## src/rtl/tpb_mul.sv

```systemverilog
// Shared 32 x 32 signed multiplier with a registered product.
`timescale 1ns / 1ps
`default_nettype none

module tpb_mul (
    input  wire logic               i_clk,
    input  wire logic signed [31:0] i_a,
    input  wire logic signed [31:0] i_b,
    output logic signed [63:0]      o_p
);
    logic signed [63:0] r_p;

    always_ff @(posedge i_clk) begin
        r_p <= i_a * i_b;
    end

    assign o_p = r_p;
endmodule

`default_nettype wire

```

## config.mk

```make
export PLATFORM = sky130hd
export DESIGN_NAME = tpb_mul
export DESIGN_NICKNAME = d
export VERILOG_FILES = /design/src/rtl/tpb_mul.sv
export SDC_FILE = /design/constraint.sdc
export NUM_CORES = 2
export LEC_CHECK = 0
export BUFFER_PORTS_ARGS = -buffer_cell sky130_fd_sc_hd__buf_2
export CAP_MARGIN = 15
export CORE_ASPECT_RATIO = 1.4
export CORE_MARGIN = 5
export CORE_UTILIZATION = 40
export DETAILED_ROUTE_END_ITERATION = 12
export PLACE_DENSITY = 0.57
export SYNTH_ARGS = -nofsm -noshare
export SYNTH_HDL_FRONTEND = slang
export SYNTH_SLANG_ARGS = --single-unit
export TNS_END_PERCENT = 50
```

## constraint.sdc

```tcl
create_clock -name i_clk -period 9.1 [get_ports i_clk]
set_clock_uncertainty 0.2 [all_clocks]
set_input_delay 0.91 -clock i_clk [delete_from_list [all_inputs] [get_ports i_clk]]
set_output_delay 0.91 -clock i_clk [all_outputs]
set_load 0.02 [all_outputs]
```

**After elaboration in Yosys (flattened, before gate mapping)**

Cells that the tools add are included.
W data, S select, Z words.

- Bits in registers: 64
- Logic and storage cells: 2

- $mul: 1

Operator list:

| operator | count |
|---|---|
| $mul A32 B32 Y64 | 1 |

**Longest topological paths before layout**

- Depth in word-level cells: 1
- Gate-level depth with buffers: 28
- Depth with buffers taken out: 27

**Worst setup path after synthesis**

Ideal clock, no wire load.

- Path type: input to register
- Start point: in i_b[2]
- End point: reg r_p[62] (netlist: o_p[62])
- Path buffers: 1
- Stages on the path: 24
- Slack: 0.729 ns
- Data required time: 8.828 ns
- Data arrival time: 8.099 ns
- Path through: clkbuf_1 -> nand2_1 -> inv_1 -> fa_1 -> fa_1 -> fa_1 -> fa_1 -> inv_1 -> fa_1 -> inv_1 -> fa_1 -> inv_1 -> fa_1 -> inv_1 -> fa_1 -> ha_1 -> and3_1 -> nand2_1 -> or3_1 -> o22a_1 -> o211ai_1 -> a31oi_1 -> o31ai_1 -> xor2_1

- Word-level cells in the longest chain between the ends: 1

Ends and longest elaborated chain:

| item | line | source |
|---|---|---|
| from (decl) | 8 | `input wire logic signed [31:0] i_b,` |
| $mul A32 B32 Y64 | 14 | `r_p <= i_a * i_b;` |
| to (signal assigned) | 14 |  |
| to (decl) | 11 | `logic signed [63:0] r_p;` |

Every way passes these cells.

**Worst setup path in the final report**

- Start point: in i_a[31]
- End point: reg r_p[62] (netlist: o_p[62])

- Word-level cells in the longest chain between the ends: 1

Ends and longest elaborated chain:

| item | line | source |
|---|---|---|
| from (decl) | 7 | `input wire logic signed [31:0] i_a,` |
| $mul A32 B32 Y64 | 14 |  |

Every way passes these cells.

==> key figures <==
Detailed routing
  • DRT iter0 DRCs: 1130
  • Drt pass-1 iters: 5
  • Via density: 4.91
  • DRT antenna net count: 0
  • DR DRC count: 0
  • WL/cell: a little over 20 um
  • Routed WL: 107000 um
  • Vias: about 26000

Place
  • RD Place Congestion: 0.883
  • Detailed Place HPWL: ~96000 um
  • Placed cell area: 41200 um^2
  • PortBufs: 128

Setup path
  • Worst path max stage delay: 0.58 ns
  • Worst Path Required: 9.25 ns
  • Crit path max-delay family: adder cells
  • Critical Path Sink Type: flip-flop
  • Worst Path Buf+Inv: 10
  • Worst path arrival time: 8.74 ns
  • CP max stage cell: fa_1
  • Startpoint Class: input pin
  • CP dominant cell by count: fa_1
  • WS Path Type: input pin to flip-flop
  • Max FO, Critical Path: 31

Clock tree
  • Longest Clk Path Bufs: 2
  • Hold_buf cts: 0
  • Num CTS Buffers: 9
  • Post-CTS Setup Bufs: 0
  • CTS Sinks: 64
  • H-Tree Depth: 3
  • CTS tree: built
  • Worst-path clk slew: about 0.07 ns
  • Resized Gates After CTS: 0
  • Root Buffer Master: clkbuf_16

GRT
  • Vias in the first global route: 29700
  • GRT Max-Usage Layer: met2
  • First-pass GRT wire length: between 150000 and 200000 um
  • Largest net degree at the start of global routing: 33
  • GR Util met2: 43.4%
  • Grt met1 use: 24.3%
  • Initial antenna violation count: 9
  • Gr ovfl total: 0
  • Gr usage total: 22.6%
  • GRT met3 Usage: 2.49%

Finish
  • Fin nets: 5448
  • Largest register FFs: 64
  • Commonest non-fill, non-tap cell in the layout: fa_1
  • Layout area overhead: 11.4%
  • Most frequent cells in the layout: fa_1 (1082), inv_1 (952), and2_1 (516), nand2_1 (511), buf_4 (269)
  • Share of layout cells above drive strength 1: around 11%
  • Design Area, Final: roughly 41000 um^2

Yosys
  • Mux share of post-synthesis cell area: 0%
  • Yosys reg bits: 64
  • Cell variety after synth: 63
  • FFs w/ async S/R, synth: 0%
  • Mapped Nets: 5215
  • Post-synth EDFFs: 0
  • Post-Synth Simple-Gate Area: about 15%
  • XOR/XNOR share of the synthesized area: about 1.8%
  • Mapped Area: 37200 um^2
  • Synth Area in Adders: between 60% and 70%
  • Synthesized area per cell: 9.59 um^2
  • Synth Area in Compound Gates: 3.46%
  • Top FF cell, synth: dfxtp_1
  • Post-Syn Instances: 3884
  • Synth warn: 0
  • Register area share after synthesis: under 10%
  • Main combinational cell family by area after synthesis: adder cells

Floorplan
  • Initial Utilization: roughly two fifths
  • I/O pins: 129
  • Core Area: 92500 um^2
  • Row count: 132
  • DIE WIDTH: 268 um
  • Die area: 99400 um^2
  • Die height: 371 um

STA
  • Fin crit share: about 94%
  • RSZ-0062 raised after global routing: false
  • Slew HR: between 50 and 60%
  • Max-slew violations: 0
  • F_max: 116 MHz
  • Final setup viols: 0
  • Period minus WS final: 8.59 ns
  • Fin. Hold Viols: 0
  • Least-Margin Pin Slew: 0.631 ns

Job
  • Max-Cap Viols: 0

Worst hold path
  • Worst hold path type: input pin to flip-flop

Status
  • Status: completed
==> path summary, 6_finish.rpt <==
kind  cells after the start  endpoint  slack (ns)     from
max                      28   o_p[62]        0.51  i_a[31]
min                       2    o_p[0]        0.78   i_a[0]
==> stage by stage <==
stage	setup TNS, ns	instances	hold WS, ns	setup slack (ns)	utilization (%)
2_1_floorplan	0	3884	0.837	0.729	-
3_5_place_dp	0	5312	1.13	0.0111	44.5
5_1_grt	0	5328	0.770	0.219	44.8
4_1_cts	0	5328	0.753	0.430	44.8
6_report	0	5331	0.778	0.507	44.8
3_3_place_gp	-0.0530	5312	1.13	-0.0530	44.5
==> synth_stat cells, types with 2 or more instances <==
cell      count  area [um^2]
fa_1       1082        21700
inv_1       952         3570
and2_1      516         3230
nand2_1     511         1920
clkbuf_1    195          732
ha_1        184         2300
a21oi_1      68          340
dfxtp_1      64         1280
xnor2_1      53          464
nor2_1       42          158
o21ai_0      28          140
a21o_1       23          173
xor2_1       22          193
nand3_1      15         75.1
o21bai_1     15          113
a31oi_1      12         75.1
nand2b_1      9         56.3
and3_1        7         43.8
nand4_1       7         43.8
nor3_1        6         30.0
o31ai_1       6         45.0
a211oi_1      4         30.0
o21a_1        4         30.0
or3_1         4         25.0
a211oi_2      3         37.5
a21boi_0      3         22.5
and4_1        3         26.3
buf_2         3         15.0
nor2b_1       3         18.8
o211ai_1      3         22.5
a21o_2        2         17.5
buf_1         2         7.51
o21ai_2       2         17.5
o22a_1        2         17.5
==> cell type report <==
cell class                      count  area [um^2]
Inverter                          952         3570
Sequential cell                    64         1280
Antenna cell                        3         7.51
Clock inverter                      5         81.3
Clock buffer                       11          233
Timing Repair Buffer              422         3160
Multi-Input combinational cell   2668        31600
Fill cell                        9064        51000
Tap cell                         1206         1510
==> cells by family (layout without fill, tap and decap cells) <==
kind of cell | after synthesis | in the layout
and+or+nand+nor | 1134 | 1134
AOI/OAI and AO/OA | 193 | 193
other | 0 | 3
xor gates and xnor gates | 75 | 75
DFF | 64 | 64
adders and majority gates | 1266 | 1266
buffers and inverters | 1152 | 1390
==> layer usage <==
layer | vias up | routed length [um]
li1 | 11500 | -
met5 | - | 47
met4 | 8 | 6860
met1 | 13900 | 36100
met3 | 212 | 3310
met2 | 564 | 60900
Power is not shown: default switching activity piles up to over one toggle a cycle in this logic, so the estimate is an artifact.
