**src/rtl/tpb_pkg.sv**
```systemverilog
// Shared constants, codes and fixed-point helpers of the ball and plate plant.
`timescale 1ns / 1ps
`default_nettype none

package tpb_pkg;

    localparam int SHRINK_ITERATIONS_DEF = 1024;

    // Configuration register indexes.
    localparam int          CFG_IDX_W         = 3;
    localparam logic [2:0]  CFG_SAMPLE_PERIOD = 3'd0;
    localparam logic [2:0]  CFG_SAMPLE_RATE   = 3'd1;
    localparam logic [2:0]  CFG_ANGLE_MIN     = 3'd2;
    localparam logic [2:0]  CFG_ANGLE_MAX     = 3'd3;
    localparam logic [2:0]  CFG_POSITION_MIN  = 3'd4;
    localparam logic [2:0]  CFG_POSITION_MAX  = 3'd5;
    localparam logic [2:0]  CFG_SLOPE_GAIN    = 3'd6;
    localparam logic [2:0]  CFG_TILT_GAIN     = 3'd7;

    // Operation codes of an input item.
    localparam logic OP_STEP = 1'b0;
    localparam logic OP_LOAD = 1'b1;

    // Angle constants in Q16.16.
    localparam logic signed [31:0] TWO_PI_Q      = 32'sd411775;
    localparam logic signed [31:0] PI_Q          = 32'sd205887;
    localparam logic signed [31:0] HALF_PI_Q     = 32'sd102944;
    localparam logic signed [31:0] CORDIC_GAIN_Q = 32'sd39797;
    localparam int                 CORDIC_STEPS  = 16;

    // Reciprocal of two pi scaled by 2^33; applied to half the magnitude, taking bits 32 up.
    localparam logic signed [31:0] TWO_PI_RECIP  = 32'sd20860;

    // Failure bound factor: BASE + floor(SPAN * (N - iteration) / N), Q16.
    localparam logic [16:0] FAIL_BASE = 17'd13107;
    localparam logic [31:0] FAIL_SPAN = 32'd52429;
    localparam int          FAIL_W    = 17;

    // Widths of the reciprocal estimate correction.
    localparam int DIVD_W = 38;
    localparam int DIVS_W = 21;
    localparam int DIVQ_W = 16;

    function automatic logic signed [31:0] f_sat(input logic signed [34:0] v);
        logic signed [31:0] res;
        if (v > 35'sd2147483647) begin
            res = 32'sh7FFF_FFFF;
        end else if (v < -35'sd2147483648) begin
            res = 32'sh8000_0000;
        end else begin
            res = v[31:0];
        end
        return res;
    endfunction

    // Q16.16 product: drop 16 fraction bits rounding down, then saturate.
    function automatic logic signed [31:0] f_qsat(input logic signed [63:0] p);
        logic signed [31:0] res;
        if ((&p[63:47]) || !(|p[63:47])) begin
            res = p[47:16];
        end else if (p[63]) begin
            res = 32'sh8000_0000;
        end else begin
            res = 32'sh7FFF_FFFF;
        end
        return res;
    endfunction

    function automatic logic signed [31:0] f_atan(input logic [3:0] i);
        logic signed [31:0] res;
        case (i)
            4'd0:    res = 32'sd51472;
            4'd1:    res = 32'sd30386;
            4'd2:    res = 32'sd16055;
            4'd3:    res = 32'sd8150;
            4'd4:    res = 32'sd4091;
            4'd5:    res = 32'sd2047;
            4'd6:    res = 32'sd1024;
            4'd7:    res = 32'sd512;
            4'd8:    res = 32'sd256;
            4'd9:    res = 32'sd128;
            4'd10:   res = 32'sd64;
            4'd11:   res = 32'sd32;
            4'd12:   res = 32'sd16;
            4'd13:   res = 32'sd8;
            4'd14:   res = 32'sd4;
            default: res = 32'sd2;
        endcase
        return res;
    endfunction

endpackage

`default_nettype wire

```
**src/rtl/tpb_div.sv**
```systemverilog
// Quotient and remainder correction after a reciprocal estimate: one compare and subtract.
`timescale 1ns / 1ps
`default_nettype none

module tpb_div
    import tpb_pkg::*;
(
    input  wire logic [DIVD_W-1:0] i_num,
    input  wire logic [DIVD_W-1:0] i_prod,
    input  wire logic [DIVS_W-1:0] i_divisor,
    input  wire logic [DIVQ_W-1:0] i_qest,
    output logic [DIVQ_W-1:0]      o_quot,
    output logic [DIVS_W-1:0]      o_rem
);
    logic [DIVD_W-1:0] rem0;
    logic [DIVD_W-1:0] rem1;
    logic              fits;

    // The estimate is never high and at most one short, so one subtraction settles it.
    assign rem0   = i_num - i_prod;
    assign rem1   = rem0 - DIVD_W'(i_divisor);
    assign fits   = (rem0 >= DIVD_W'(i_divisor));
    assign o_quot = i_qest + DIVQ_W'(fits);
    assign o_rem  = fits ? rem1[DIVS_W-1:0] : rem0[DIVS_W-1:0];
endmodule

`default_nettype wire

```
**config.mk**
```make
export PLATFORM = sky130hd
export DESIGN_NAME = tpb_div
export DESIGN_NICKNAME = d
export VERILOG_FILES = /design/src/rtl/tpb_pkg.sv /design/src/rtl/tpb_div.sv
export SDC_FILE = /design/constraint.sdc
export NUM_CORES = 1
export LEC_CHECK = 0
export BUFFER_PORTS_ARGS = -buffer_cell sky130_fd_sc_hd__buf_2
export CAP_MARGIN = 20
export CORE_MARGIN = 4
export CORE_UTILIZATION = 35
export DETAILED_ROUTE_END_ITERATION = 8
export PLACE_DENSITY = 0.57
export SLEW_MARGIN = 20
export SYNTH_ARGS = -nofsm -noshare
export SYNTH_HDL_FRONTEND = slang
export SYNTH_SLANG_ARGS = --single-unit
```
**constraint.sdc**
```tcl
create_clock -name vclk -period 8.3
set_input_delay 0 -clock vclk [all_inputs]
set_output_delay 0 -clock vclk [all_outputs]
set_load 0.1 [all_outputs]
```
# Word-level counts from Yosys, hierarchy flattened
# Cells that the tools add are included.
dict set report op_classes {
  add_sub_neg 3
  muxes 1
  order_cmp 1
}
# cell n
set ops {}
lappend ops {{greater-or-equal comparator 38 x 21 -> 1 bit} 1}
lappend ops {{subtractor 38 bit} 1}
lappend ops {{2-to-1 mux 21 bit} 1}
lappend ops {{subtractor 21 bit} 1}
lappend ops {{adder 16 x 1 -> 16 bit} 1}
dict set report word_totals {
  regBits 0
  output_inout_bits 37
  inputBits 113
}

# Logic depth before layout (Yosys ltp)
dict set report logic_depth {
  ltp_word 3
  ltp_mapped 29
}

# Least setup slack after synthesis
# Ideal clock, no wire load.
dict set report synth_timing {
  path_kind {input to output}
  start {input i_num[0]}
  end {output o_quot[14]}
  arrival_time_ns 5.892
  stages 29
  t_required_ns 8.300
  slack_ns 2.408
  path_cell_list {inv_1 ha_1 fa_1 nand2b_1 a21oi_2 o2111ai_1 a21oi_1 nor2_1 o21ai_0 a21o_1 a21oi_1 xnor2_1 ha_1 a21oi_1 nand2_1 a221oi_1 o21ai_0 a41oi_1 nand2_1 nand3_1 nand3_1 nor4_1 nand4bb_1 ha_1 ha_1 nand2_1 or2_2 nor2_1 xor2_1}
}
dict set report synth_via {
  elab_chain_cells 3
}
# element line_no
set synth_rtl {}
lappend synth_rtl {{from (decl)} tpb_div.sv:8} ;# input wire logic [DIVD_W-1:0] i_num,
lappend synth_rtl {{subtractor 38 bit} tpb_div.sv:20} ;# assign rem0 = i_num - i_prod;
lappend synth_rtl {{greater-or-equal comparator 38 x 21 -> 1 bit} tpb_div.sv:22} ;# assign fits = (rem0 >= DIVD_W'(i_divisor));
lappend synth_rtl {{adder 16 x 1 -> 16 bit} tpb_div.sv:23} ;# assign o_quot = i_qest + DIVQ_W'(fits);
lappend synth_rtl {{to (decl)} tpb_div.sv:12} ;# output logic [DIVQ_W-1:0] o_quot,
# No other way between the ends.

# Worst setup path in the final report
# Ends and elaborated chain as after synthesis.

==> results.cfg <==
[logic_synthesis]
synth_top_area_frac = 0.1752
ys_seq_area_frac = 0
ys.warnings.count = 0
synth_area_mm2 = 0.004355
post-synth-top-count-cell = inv_1
yosys.area.top_type = ha_1
yosys-top-cells-area = ha_1 (18%), xnor2_1 (8.4%), inv_1 (6.7%)
synth_nets = 803
synthTopCellsByCount = inv_1 (78), ha_1 (61), nand2_1 (50), a21oi_1 (49), nor2_1 (46)
synth_cell_types = 74
netlist_instances = 627
avgSynthCellArea_um2 = 6.946

[drt]
firstDrtPassIters = 4
drc = 0
wl_per_cell_um = 14.20
postRouteAntennaNets = 0
drtIter0Drc = 278
totalWireLength_mm = 13.11
routed_via_density = 5.285
vias = 4878

[floorplanning]
core_area_mm2 = 0.01211
die_h_um = 119.6
start_util = 0.3596
dieArea_mm2 = 0.01429
dieWidth_um = 119.6
row_count = 40
ioPinCount = 150

[sta]
relSlewSlack = 0.5910
fin_crit_sh = 0.7181
max_freq_mhz = 167.8
finalSetupViolCount = 0
period_needed_ns = 5.960
drv_slew = 0
rsz0062_at_grt = false
hold_viol = 0
setup_ws_ns = 2.340
finalSetupTns_ns = 0
worst_pin_slew_ns = 0.6083

[worst_setup_path]
worstSetupEndpointType = output port
worstPathBufferInverterCount = 4
crit_top_cell = ha_1
arrival_ns = 5.96
crit_fanout = 6
cp_top_family = compound AO/OA/AOI/OAI gates
cp.required_ns = 8.30
max_stage_delay_ns = 0.45
crit_type = in -> out
slowest_stage = buf_2
start_kind = input pin

[final_layout]
fin_util = 0.4295
finalNetCount = 933
antenna_cells = 0
final.fill_count = 1329
area.growth.synth_to_final_pct = 19.45
final_cell_area_mm2 = 0.005202
final_layout_size_suffix_gt1_frac = 0.2609
design.seq.count = 0
clockBufferCount = 0
ff_latch_area_um2 = 0

[cts]
holdBufCountCts = 0
cts_setup_buffers = 0
cts_resized = 0

[placed_design]
portBuffers = 150
routabilityCongestion = 0.8822
dpl_cell_area_mm2 = 0.005202
place_ws_ns = 2.404
hpwl_mm = 11.54

[grt]
grt_pass1_vias = 4638
grt_overflow = 0
antenna_found_initial = 0
grt_pass1_wl_mm = 21.31
grt_max_degree = 22
grt_usage = 0.1699

[hold_path]
holdCritPathClass = in -> out

[pwr]
p_leak_uw = 0.002661
power.density_mw_per_mm2 = 202.9
vdd_ir_drop_max_mv = 0.2093

[run]
cap_viol_max_count = 0

[status]
outcome = finished, final reports clean
==> power breakdown <==
part           total (µW)  switching, µW  internal, µW
clock                   0              0             0
combinational        1060            753           303
sequential              0              0             0
==> logic make-up after synthesis <==
group,count (synthesis),share of synthesized area
simple gates,195,0.2310
compound gates,187,0.2982
buf+inv,101,0.09509
fa+ha+maj,63,0.1844
xor+xnor,56,0.1126
mux,25,0.07871
==> through the flow <==
stage	total power [µW]	cells	hold slack, ns
6_report	1056	923	0.4362
5_1_grt	1120	923	0.4476
4_1_cts	1057	923	0.4366
3_5_place_dp	1053	923	0.4371
3_3_place_gp	1046	923	0.4271
2_1_floorplan	889.1	627	0.4410
==> cell usage in the layout, fill, tap and decap left out, types with 7 or more instances in the layout <==
| cell type | n |
|---|---|
| mux2_4 | 18 |
| o21ai_0 | 25 |
| o211ai_1 | 8 |
| a21boi_0 | 7 |
| nand2_1 | 50 |
| nand3_1 | 20 |
| o21a_1 | 7 |
| xor2_1 | 14 |
| nand4_1 | 19 |
| a21oi_1 | 49 |
| buf_2 | 150 |
| a21o_1 | 27 |
| a31oi_1 | 8 |
| inv_1 | 78 |
| nor2_1 | 46 |
| ha_1 | 61 |
| xnor2_1 | 42 |
==> area by class of cell <==
class              instances  area [µm²]  share of cell area
multi-input cells        526        3941              0.7576
repair buffers           151       758.2              0.1457
inverters                 78       292.8             0.05628
well taps                168       210.2             0.04040
==> metal layers <==
metal,part of all wire,GRT usage,wire length (µm),vias to the layer above
met5,0,0,0,-
met4,0.0087,0.01503,114,0
met3,0.038,0.007069,503,6
met2,0.47,0.3016,6224,114
met1,0.48,0.2371,6266,2241
li1,-,-,-,2517
==> worst paths after layout <==
| kind | startpoint | end | slack [ns] | depth (start not counted) |
|---|---|---|---|---|
| hold / removal | i_qest[12] | o_quot[12] | 0.44 | 3 |
| setup / recovery | i_num[0] | o_quot[14] | 2.34 | 31 |
No activity file was read; power rests on OpenSTA's default activity.
