$ cat src/rtl/tpb_pkg.sv
// Shared constants, codes and fixed-point helpers of the ball and plate plant.
`timescale 1ns / 1ps
`default_nettype none

package tpb_pkg;

    localparam int SHRINK_ITERATIONS_DEF = 1024;

    // Configuration register indexes.
    localparam int          CFG_IDX_W         = 3;
    localparam logic [2:0]  CFG_SAMPLE_PERIOD = 3'd0;
    localparam logic [2:0]  CFG_SAMPLE_RATE   = 3'd1;
    localparam logic [2:0]  CFG_ANGLE_MIN     = 3'd2;
    localparam logic [2:0]  CFG_ANGLE_MAX     = 3'd3;
    localparam logic [2:0]  CFG_POSITION_MIN  = 3'd4;
    localparam logic [2:0]  CFG_POSITION_MAX  = 3'd5;
    localparam logic [2:0]  CFG_SLOPE_GAIN    = 3'd6;
    localparam logic [2:0]  CFG_TILT_GAIN     = 3'd7;

    // Operation codes of an input item.
    localparam logic OP_STEP = 1'b0;
    localparam logic OP_LOAD = 1'b1;

    // Angle constants in Q16.16.
    localparam logic signed [31:0] TWO_PI_Q      = 32'sd411775;
    localparam logic signed [31:0] PI_Q          = 32'sd205887;
    localparam logic signed [31:0] HALF_PI_Q     = 32'sd102944;
    localparam logic signed [31:0] CORDIC_GAIN_Q = 32'sd39797;
    localparam int                 CORDIC_STEPS  = 16;

    // Reciprocal of two pi scaled by 2^33; applied to half the magnitude, taking bits 32 up.
    localparam logic signed [31:0] TWO_PI_RECIP  = 32'sd20860;

    // Failure bound factor: BASE + floor(SPAN * (N - iteration) / N), Q16.
    localparam logic [16:0] FAIL_BASE = 17'd13107;
    localparam logic [31:0] FAIL_SPAN = 32'd52429;
    localparam int          FAIL_W    = 17;

    // Widths of the reciprocal estimate correction.
    localparam int DIVD_W = 38;
    localparam int DIVS_W = 21;
    localparam int DIVQ_W = 16;

    function automatic logic signed [31:0] f_sat(input logic signed [34:0] v);
        logic signed [31:0] res;
        if (v > 35'sd2147483647) begin
            res = 32'sh7FFF_FFFF;
        end else if (v < -35'sd2147483648) begin
            res = 32'sh8000_0000;
        end else begin
            res = v[31:0];
        end
        return res;
    endfunction

    // Q16.16 product: drop 16 fraction bits rounding down, then saturate.
    function automatic logic signed [31:0] f_qsat(input logic signed [63:0] p);
        logic signed [31:0] res;
        if ((&p[63:47]) || !(|p[63:47])) begin
            res = p[47:16];
        end else if (p[63]) begin
            res = 32'sh8000_0000;
        end else begin
            res = 32'sh7FFF_FFFF;
        end
        return res;
    endfunction

    function automatic logic signed [31:0] f_atan(input logic [3:0] i);
        logic signed [31:0] res;
        case (i)
            4'd0:    res = 32'sd51472;
            4'd1:    res = 32'sd30386;
            4'd2:    res = 32'sd16055;
            4'd3:    res = 32'sd8150;
            4'd4:    res = 32'sd4091;
            4'd5:    res = 32'sd2047;
            4'd6:    res = 32'sd1024;
            4'd7:    res = 32'sd512;
            4'd8:    res = 32'sd256;
            4'd9:    res = 32'sd128;
            4'd10:   res = 32'sd64;
            4'd11:   res = 32'sd32;
            4'd12:   res = 32'sd16;
            4'd13:   res = 32'sd8;
            4'd14:   res = 32'sd4;
            default: res = 32'sd2;
        endcase
        return res;
    endfunction

endpackage

`default_nettype wire

$ cat src/rtl/tpb_cordic.sv
// Rotation-mode CORDIC sine, one micro-rotation per cycle.
`timescale 1ns / 1ps
`default_nettype none

module tpb_cordic
    import tpb_pkg::*;
(
    input  wire logic               i_clk,
    input  wire logic               i_rst_n,
    input  wire logic               i_start,
    input  wire logic signed [31:0] i_angle,
    output logic                    o_busy,
    output logic signed [31:0]      o_sine
);
    logic signed [31:0] r_x, r_y, r_z;
    logic [3:0]         r_i;
    logic               r_busy;
    logic signed [31:0] dx, dy, at;

    assign dx = r_y >>> r_i;
    assign dy = r_x >>> r_i;
    assign at = f_atan(r_i);

    always_ff @(posedge i_clk) begin
        if (!i_rst_n) begin
            r_busy <= 1'b0;
            r_i    <= '0;
        end else if (i_start) begin
            r_busy <= 1'b1;
            r_i    <= '0;
            r_x    <= CORDIC_GAIN_Q;
            r_y    <= '0;
            r_z    <= i_angle;
        end else if (r_busy) begin
            if (r_z >= 0) begin
                r_x <= r_x - dx;
                r_y <= r_y + dy;
                r_z <= r_z - at;
            end else begin
                r_x <= r_x + dx;
                r_y <= r_y - dy;
                r_z <= r_z + at;
            end
            r_i <= r_i + 4'd1;
            if (r_i == 4'(CORDIC_STEPS - 1)) begin
                r_busy <= 1'b0;
            end
        end
    end

    assign o_busy = r_busy;
    assign o_sine = r_y;
endmodule

`default_nettype wire

$ cat config.mk
export PLATFORM = sky130hd
export DESIGN_NAME = tpb_cordic
export DESIGN_NICKNAME = d
export VERILOG_FILES = /design/src/rtl/tpb_pkg.sv /design/src/rtl/tpb_cordic.sv
export SDC_FILE = /design/constraint.sdc
export NUM_CORES = 1
export LEC_CHECK = 0
export ABC_CLOCK_PERIOD_IN_PS = 16100
export CAP_MARGIN = 20
export CORE_MARGIN = 4
export CORE_UTILIZATION = 45
export CTS_BUF_LIST = sky130_fd_sc_hd__clkbuf_16
export DETAILED_ROUTE_END_ITERATION = 8
export DONT_BUFFER_PORTS = 1
export GPL_TIMING_DRIVEN = 0
export PLACE_DENSITY = 0.67
export SLEW_MARGIN = 20
export SYNTH_ARGS = -nofsm -noshare
export SYNTH_HDL_FRONTEND = slang
export SYNTH_SLANG_ARGS = --single-unit
$ cat constraint.sdc
create_clock -name i_clk -period 16.1 [get_ports i_clk]
set_input_delay 3.22 -clock i_clk [delete_from_list [all_inputs] [get_ports i_clk]]
set_output_delay 3.22 -clock i_clk [all_outputs]
set_load 0.02 [all_outputs]
# Word level (Yosys, flattened, before mapping)
# Memories as Yosys holds them, arrays and structs flattened. A register that Yosys moved wholly into a read port is not among the register bits.
# Cells that the tools add are included.
# Widths: inputs -> output; s select.
[word_totals]
mem_bits_ro = 256
wordCells = 33
register_bits = 101
memories = 1
[mem_list]
columns = ["memory", "words", "word_bits", "read_ports", "rd_clocked_by_memory_dff", "write_ports", "line_no", "rtl"]
rows = [
  ["(no name shown)", 16, 16, 1, 1, 0, "tpb_pkg.sv:71", "case (i)"],
]
[op_classes]
add_sub_neg = 7
n_mux = 12
shifts = 2
n_reduce_logical = 3
magnitude_cmp = 1
n_eq_ne = 1
n_bitwise = 1
[ops]
columns = ["operator", "count"]
rows = [
  ["$mux 32", 7],
  ["$add 32x32->32", 3],
  ["$sub 32x32->32", 3],
  ["$sshr 32x4->32", 2],
  ["$ge 32x1->1 const B", 1],
  ["$mux 4", 2],
  ["$add 4x1->4 const B", 1],
  ["$eq 4x4->1 const B", 1],
  ["$mux 1", 3],
  ["$reduce_and 2->1", 1],
  ["$reduce_bool 2->1", 1],
  ["$reduce_or 2->1", 1],
  ["$not 1->1", 1],
]

# Depth between registers and ports, before layout
[depth]
ltp_word = 4
depth_mapped = 25
depth_no_buf = 19

# Worst setup path after synthesis
# Ideal clock, no wire load.
[synth_timing]
path_type = "input to register"
from = "in i_start"
to = "reg r_y[0], in the netlist o_sine[0] (enable)"
arrival_ns = 5.775
required_ns = 15.651
cell_stages = 4
path_buffers = 2
slack_ns = 9.876
cell_sequence = "clkbuf_1 buf_1 o21ai_0 inv_1"
[synth_via]
elab_chain_cells = 2
[synth_lines]
columns = ["item", "line_no", "rtl"]
rows = [
  ["from (decl)", "tpb_cordic.sv:10", "input wire logic i_start,"],
  ["$reduce_bool 2->1 (no source line)", "--", ""],
  ["$reduce_and 2->1 (no source line)", "--", ""],
  ["to (signal assigned)", "tpb_cordic.sv:37", "r_y <= r_y + dy;"],
  ["to (signal assigned)", "tpb_cordic.sv:41", "r_y <= r_y - dy;"],
  ["to (decl)", "tpb_cordic.sv:15", "logic signed [31:0] r_x, r_y, r_z;"],
]
# Every way passes these cells.
# A chain may end at the register's enable or synchronous reset.

# Worst setup path after layout
[layout_timing]
from = "reg r_i[2]"
to = "reg r_y[30], in the netlist o_sine[30] (data pin)"
[layout_via]
elab_chain_cells = 4
[layout_lines]
columns = ["item", "line_no", "rtl"]
rows = [
  ["from (decl)", "tpb_cordic.sv:16", "logic [3:0] r_i;"],
  ["from (signal assigned)", "tpb_cordic.sv:44", "r_i <= r_i + 4'd1;"],
  ["$sshr 32x4->32 *", "tpb_cordic.sv:21", "assign dy = r_x >>> r_i;"],
  ["$sub 32x32->32 / $add 32x32->32 (equally long branches)", "tpb_cordic.sv:41, tpb_cordic.sv:37", ""],
  ["$mux 32 *", "tpb_cordic.sv:35", "if (r_z >= 0) begin"],
  ["$mux 32 *", "tpb_cordic.sv:34", "end else if (r_busy) begin"],
]
# Every way passes the cells marked *; elsewhere a longest branch is shown, timed or not. The select of a mux whose other input is x is not followed.

==> impl_summary.md <==
Worst hold path
The critical hold path startpoint is at[0]. The worst hold path terminates at r_z[0]. The path class of the tightest hold or removal check is reg -> reg. Counting instances, the worst hold path has a depth of 2.

Logic synthesis
Yosys mapped the design onto 83 distinct sky130hd cell types. By area, the combinational part of the netlist is dominated by compound AO/OA/AOI/OAI gates. Summing every instance area after synthesis gives 0.01401 sq mm. The multiplexer share of the synthesized area is 18.22%. The synthesized netlist devotes 8.503% of its cell area to XOR and XNOR gates.

After synthesis the netlist holds a flip-flop and latch count of 117. The library cell occupying the most area in the post-synthesis netlist is edfxtp_1. The count of mapped cells out of synthesis is 1579.

The synthesized netlist devotes 16.17% of its cell area to simple gates. The warning count from the yosys run is 0. The post-synthesis compound-gate area fraction is 19.29%.

The synthesized netlist devotes 10.43% of its cell area to adder and majority cells. In the synthesized netlist the async set-or-reset flop fraction comes to 0%. Yosys mapped a number of flops with a built-in enable equal to 96. Among all flip-flop cells after synthesis, the most frequent one is edfxtp_1. The synthesized area per cell is 8.872 sq um. By area the synthesized netlist is led by edfxtp_1 (21%), ha_1 (10%), mux4_2 (8.2%), o21ai_0 (5.3%), xor2_1 (4.6%). The portion of the post-synthesis area used by sequential elements is 23.58%.

The fraction of post-synthesis cell area in the top cell type by area is 20.58%. When the netlist entered floorplanning its net count stood at 1729.

STA
At the pin with the least slew margin, the transition time is 0.9861 ns. The shortest period the worst path allows is 7.607 ns. The final sum of negative setup slack is 0 ns.

The number of max-slew violations in the final report is 0. The tightest hold path in the finished design has a slack of 0.7563 ns. Of the available clock period, the critical path in the final layout requires 47.25%. Timing would allow up to 131.5 MHz. The hold violation total from the final report was 0. Measured against its own limit, the worst slew margin works out to 34.26%. Setup repair after global routing left no endpoint under its margin. The final-report setup violation count is 0. The worst setup skew after layout is 0.01841 ns.

Detailed routing
The pre-antenna-repair detailed-routing pass consisted of 6 iterations. Dividing the detail-routed wire length by the instance count gives 23.25 um. The antenna violation net count after detailed routing is 0.

The number of DRC markers in iteration 0 is 1252. The wire length reported by the detailed router is 46700 um. The routed layout has 12910 vias.

The final routed DRC violation total is 0. After detailed routing, the number of vias per cell comes to 6.427.

Floorplanning
The starting density of the core is 45.68%. In this run the count of I/O pins placed on the die edge is 68. The floorplan has 64 rows. The die outline area is 0.03402 sq mm. The die is 184.4 um tall. The floorplan step set the die width to 184.4 um. The floorplan step defined a core boundary enclosing 0.03067 sq mm.

Clock network
The buffer cell driving the clock tree root is clkbuf_16. After clock tree synthesis, the flow added hold-fix buffers numbering 0. The clock latency on the worst-skew pair is 0.46 ns.

The number of setup buffers added after CTS is 0. CTS saw 117 sinks. The total number of H-tree levels is 4. Counting the buffers created by CTS gives 17.

The longest clock path from root to sink contains 2 buffers. The clock tree from TritonCTS is yes. The number of gates resized after CTS was 0. After clock tree synthesis, the clock-pin slew on the worst setup and hold paths is 0.07 ns.

Setup path
The setup slack of the most critical reg-to-reg path is 8.49 ns. The arrival time of data at the critical path endpoint is 7.81 ns. The required time of the critical path is 16.30 ns.

The critical path's largest stage delay is 0.67 ns. The logic depth of the worst register-to-register path is 21. The type of element capturing the critical path is a register. Of all nets on the critical path, the largest fanout is 10. The kind of start point of the critical path is a register.

The startpoint-to-endpoint class of the critical path is reg -> reg. The critical path contains buffers and inverters numbering 6 combined. The kind of cell with the highest combined delay along the critical path is buffers and inverters. The launch instance of the worst register-to-register path is r_i[2]. The slowest cell on the critical path is a2111oi_0. Among the stages of the critical path, the cell type that occurs most often is o21ai_0.

The end of the worst register-to-register path is o_sine[30]. Walking the worst path, the cells encountered are buf_2 > buf_2 > buf_2 > buf_1 > clkbuf_1 > buf_1 > o21ai_0 > o21ai_0 > ha_1 > nand2_1 > or4_1 > o21ai_0 > xor2_1 > ha_1 > nand3_1 > a2111oi_0 > a31oi_1 > a211oi_1 > a41o_1 > o21ai_0 > mux2_2.

Cells and area
The area growth from synthesis to layout is 7.753%. The net count of the finished layout is 1749. The number of inserted filler cells in the final layout is 2895. The final cell count without fillers is 2008. In the layout the commonest cells are nand2_1 (165), o21ai_0 (149), nor2_1 (128). The most common library cell in the layout ignoring fill and taps is nand2_1. The total area of sequential cells is 0.003303 sq mm.

The share of final-layout standard cells stronger than drive strength 1 is 9.801%. The repair_antennas step left the layout with diodes totalling 0. The multi-input combinational cells in the finished layout cover a total of 0.01017 sq mm.

Global routing
The global router's overall resource usage is 27.05%. The via count of the first global-routing pass is 12450. The number of antenna violations at the first check in global routing was 0.

The global route total overflow is 0. Entering global routing, the biggest net connects 68 pins. The wire length of the first global-routing pass is 71500 um.

Run status
The flow ran to the end, and the final reports show no timing, DRC or antenna violations.

Placement
The weighted congestion at the end of routability-driven global placement is 0.9997. The HPWL after detailed placement is 35700 um. Counting tap cells, the placed design contains a total of 1976 instances.

The number of buffer cells added on primary ports is 0.

Power
IR analysis of the VDD net gives a maximum drop of 0.07357 mV. The power per cell area is 137.4 mW/mm^2. The leakage component of the power is 5.897 nW.

Flow run
The tool flagged a number of max-cap violations equal to 0.
==> layer usage <==
| layer | vias up | global-route usage (%) | part of all wire (%) |
|---|---|---|---|
| met4 | 0 | 9.051 | 3.3 |
| met5 | - | 0 | 0 |
| li1 | 5991 | - | - |
| met1 | 6238 | 35.89 | 43 |
| met2 | 580 | 44.59 | 46 |
| met3 | 97 | 5.092 | 7.4 |
==> synthesized netlist by cell type, drive strengths merged (50+ instances only) <==
library cell,count
nand2,165
nor2,128
ha,112
xor2,73
xnor2,63
edfxtp,96
mux2,50
o21ai,160
inv,51
mux2i,60
mux4,60
a21oi,88
==> logic make-up (layout without fill, tap and decap cells) <==
kind of cell / Yosys count / count (layout)
buffers and inverters: 129 / 162
multiplexers: 170 / 170
flip-flops: 117 / 117
AO/OA/AOI/OAI: 434 / 434
adder cells (fa/ha/maj): 115 / 115
XOR/XNOR: 136 / 136
AND/OR/NAND/NOR: 478 / 478
==> power by group <==
group	internal (W)	switching (W)	total (W)
Sequential	0.000414	0.000108	0.000521
Combinational	0.000498	0.000675	0.00117
Clock	0.000212	0.000168	0.000380
Total	0.00112	0.000951	0.00207
==> per-stage QoR <==
step / power [W] / worst slack [ns] / util, % / instance area [sq um]
2_1_floorplan: 0.001391 / 9.876 / - / 14010
6_report: 0.002074 / 8.493 / 49.22 / 15090
4_1_cts: 0.002058 / 8.815 / 49.21 / 15090
3_3_place_gp: 0.001650 / 7.950 / 47.29 / 14500
3_5_place_dp: 0.001674 / 8.855 / 47.40 / 14540
5_1_grt: 0.002222 / 8.178 / 49.22 / 15090
==> worst max path at each step <==
stage	startpoint	end	slack (ns)	cells past startpoint
global placement	i_start	r_x[0]	7.95	4
finish	r_i[2]	o_sine[30]	8.49	21
CTS	r_i[2]	o_sine[30]	8.82	21
global route	r_i[2]	o_sine[30]	8.18	21
floorplan	i_start	o_sine[0]	9.88	4
detailed placement	r_i[2]	o_sine[30]	8.86	21
==> layout make-up <==
class | count | share of cell area, %
inverters | 55 | 1.401
repair buffers | 1 | 0.1824
plain buffers | 74 | 2.172
multi-input cells | 1333 | 67.39
flip-flops and latches | 117 | 21.88
well taps | 396 | 3.282
clock buffers | 17 | 2.818
clock inverters | 15 | 0.8704
==> worst register-to-register path: stages (launching register included) <==
cell       delay (ns)
dfxtp_1          0.43
buf_2            0.32
buf_2            0.35
buf_2            0.39
buf_1            0.49
clkbuf_1         0.52
buf_1            0.57
o21ai_0          0.19
o21ai_0          0.25
ha_1             0.26
nand2_1          0.16
or4_1            0.53
o21ai_0          0.25
xor2_1           0.13
ha_1             0.38
nand3_1          0.16
a2111oi_0        0.67
a31oi_1          0.22
a211oi_1         0.43
a41o_1           0.28
o21ai_0          0.11
mux2_2           0.27
==> registers in the layout, indices dropped and copies added (netlist names) <==
register / cells
r_z: 32
o_sine: 32
o_busy: 1
at: 16
r_x: 32
r_i: 4
Note: power is estimated with default switching activity, not from simulation.
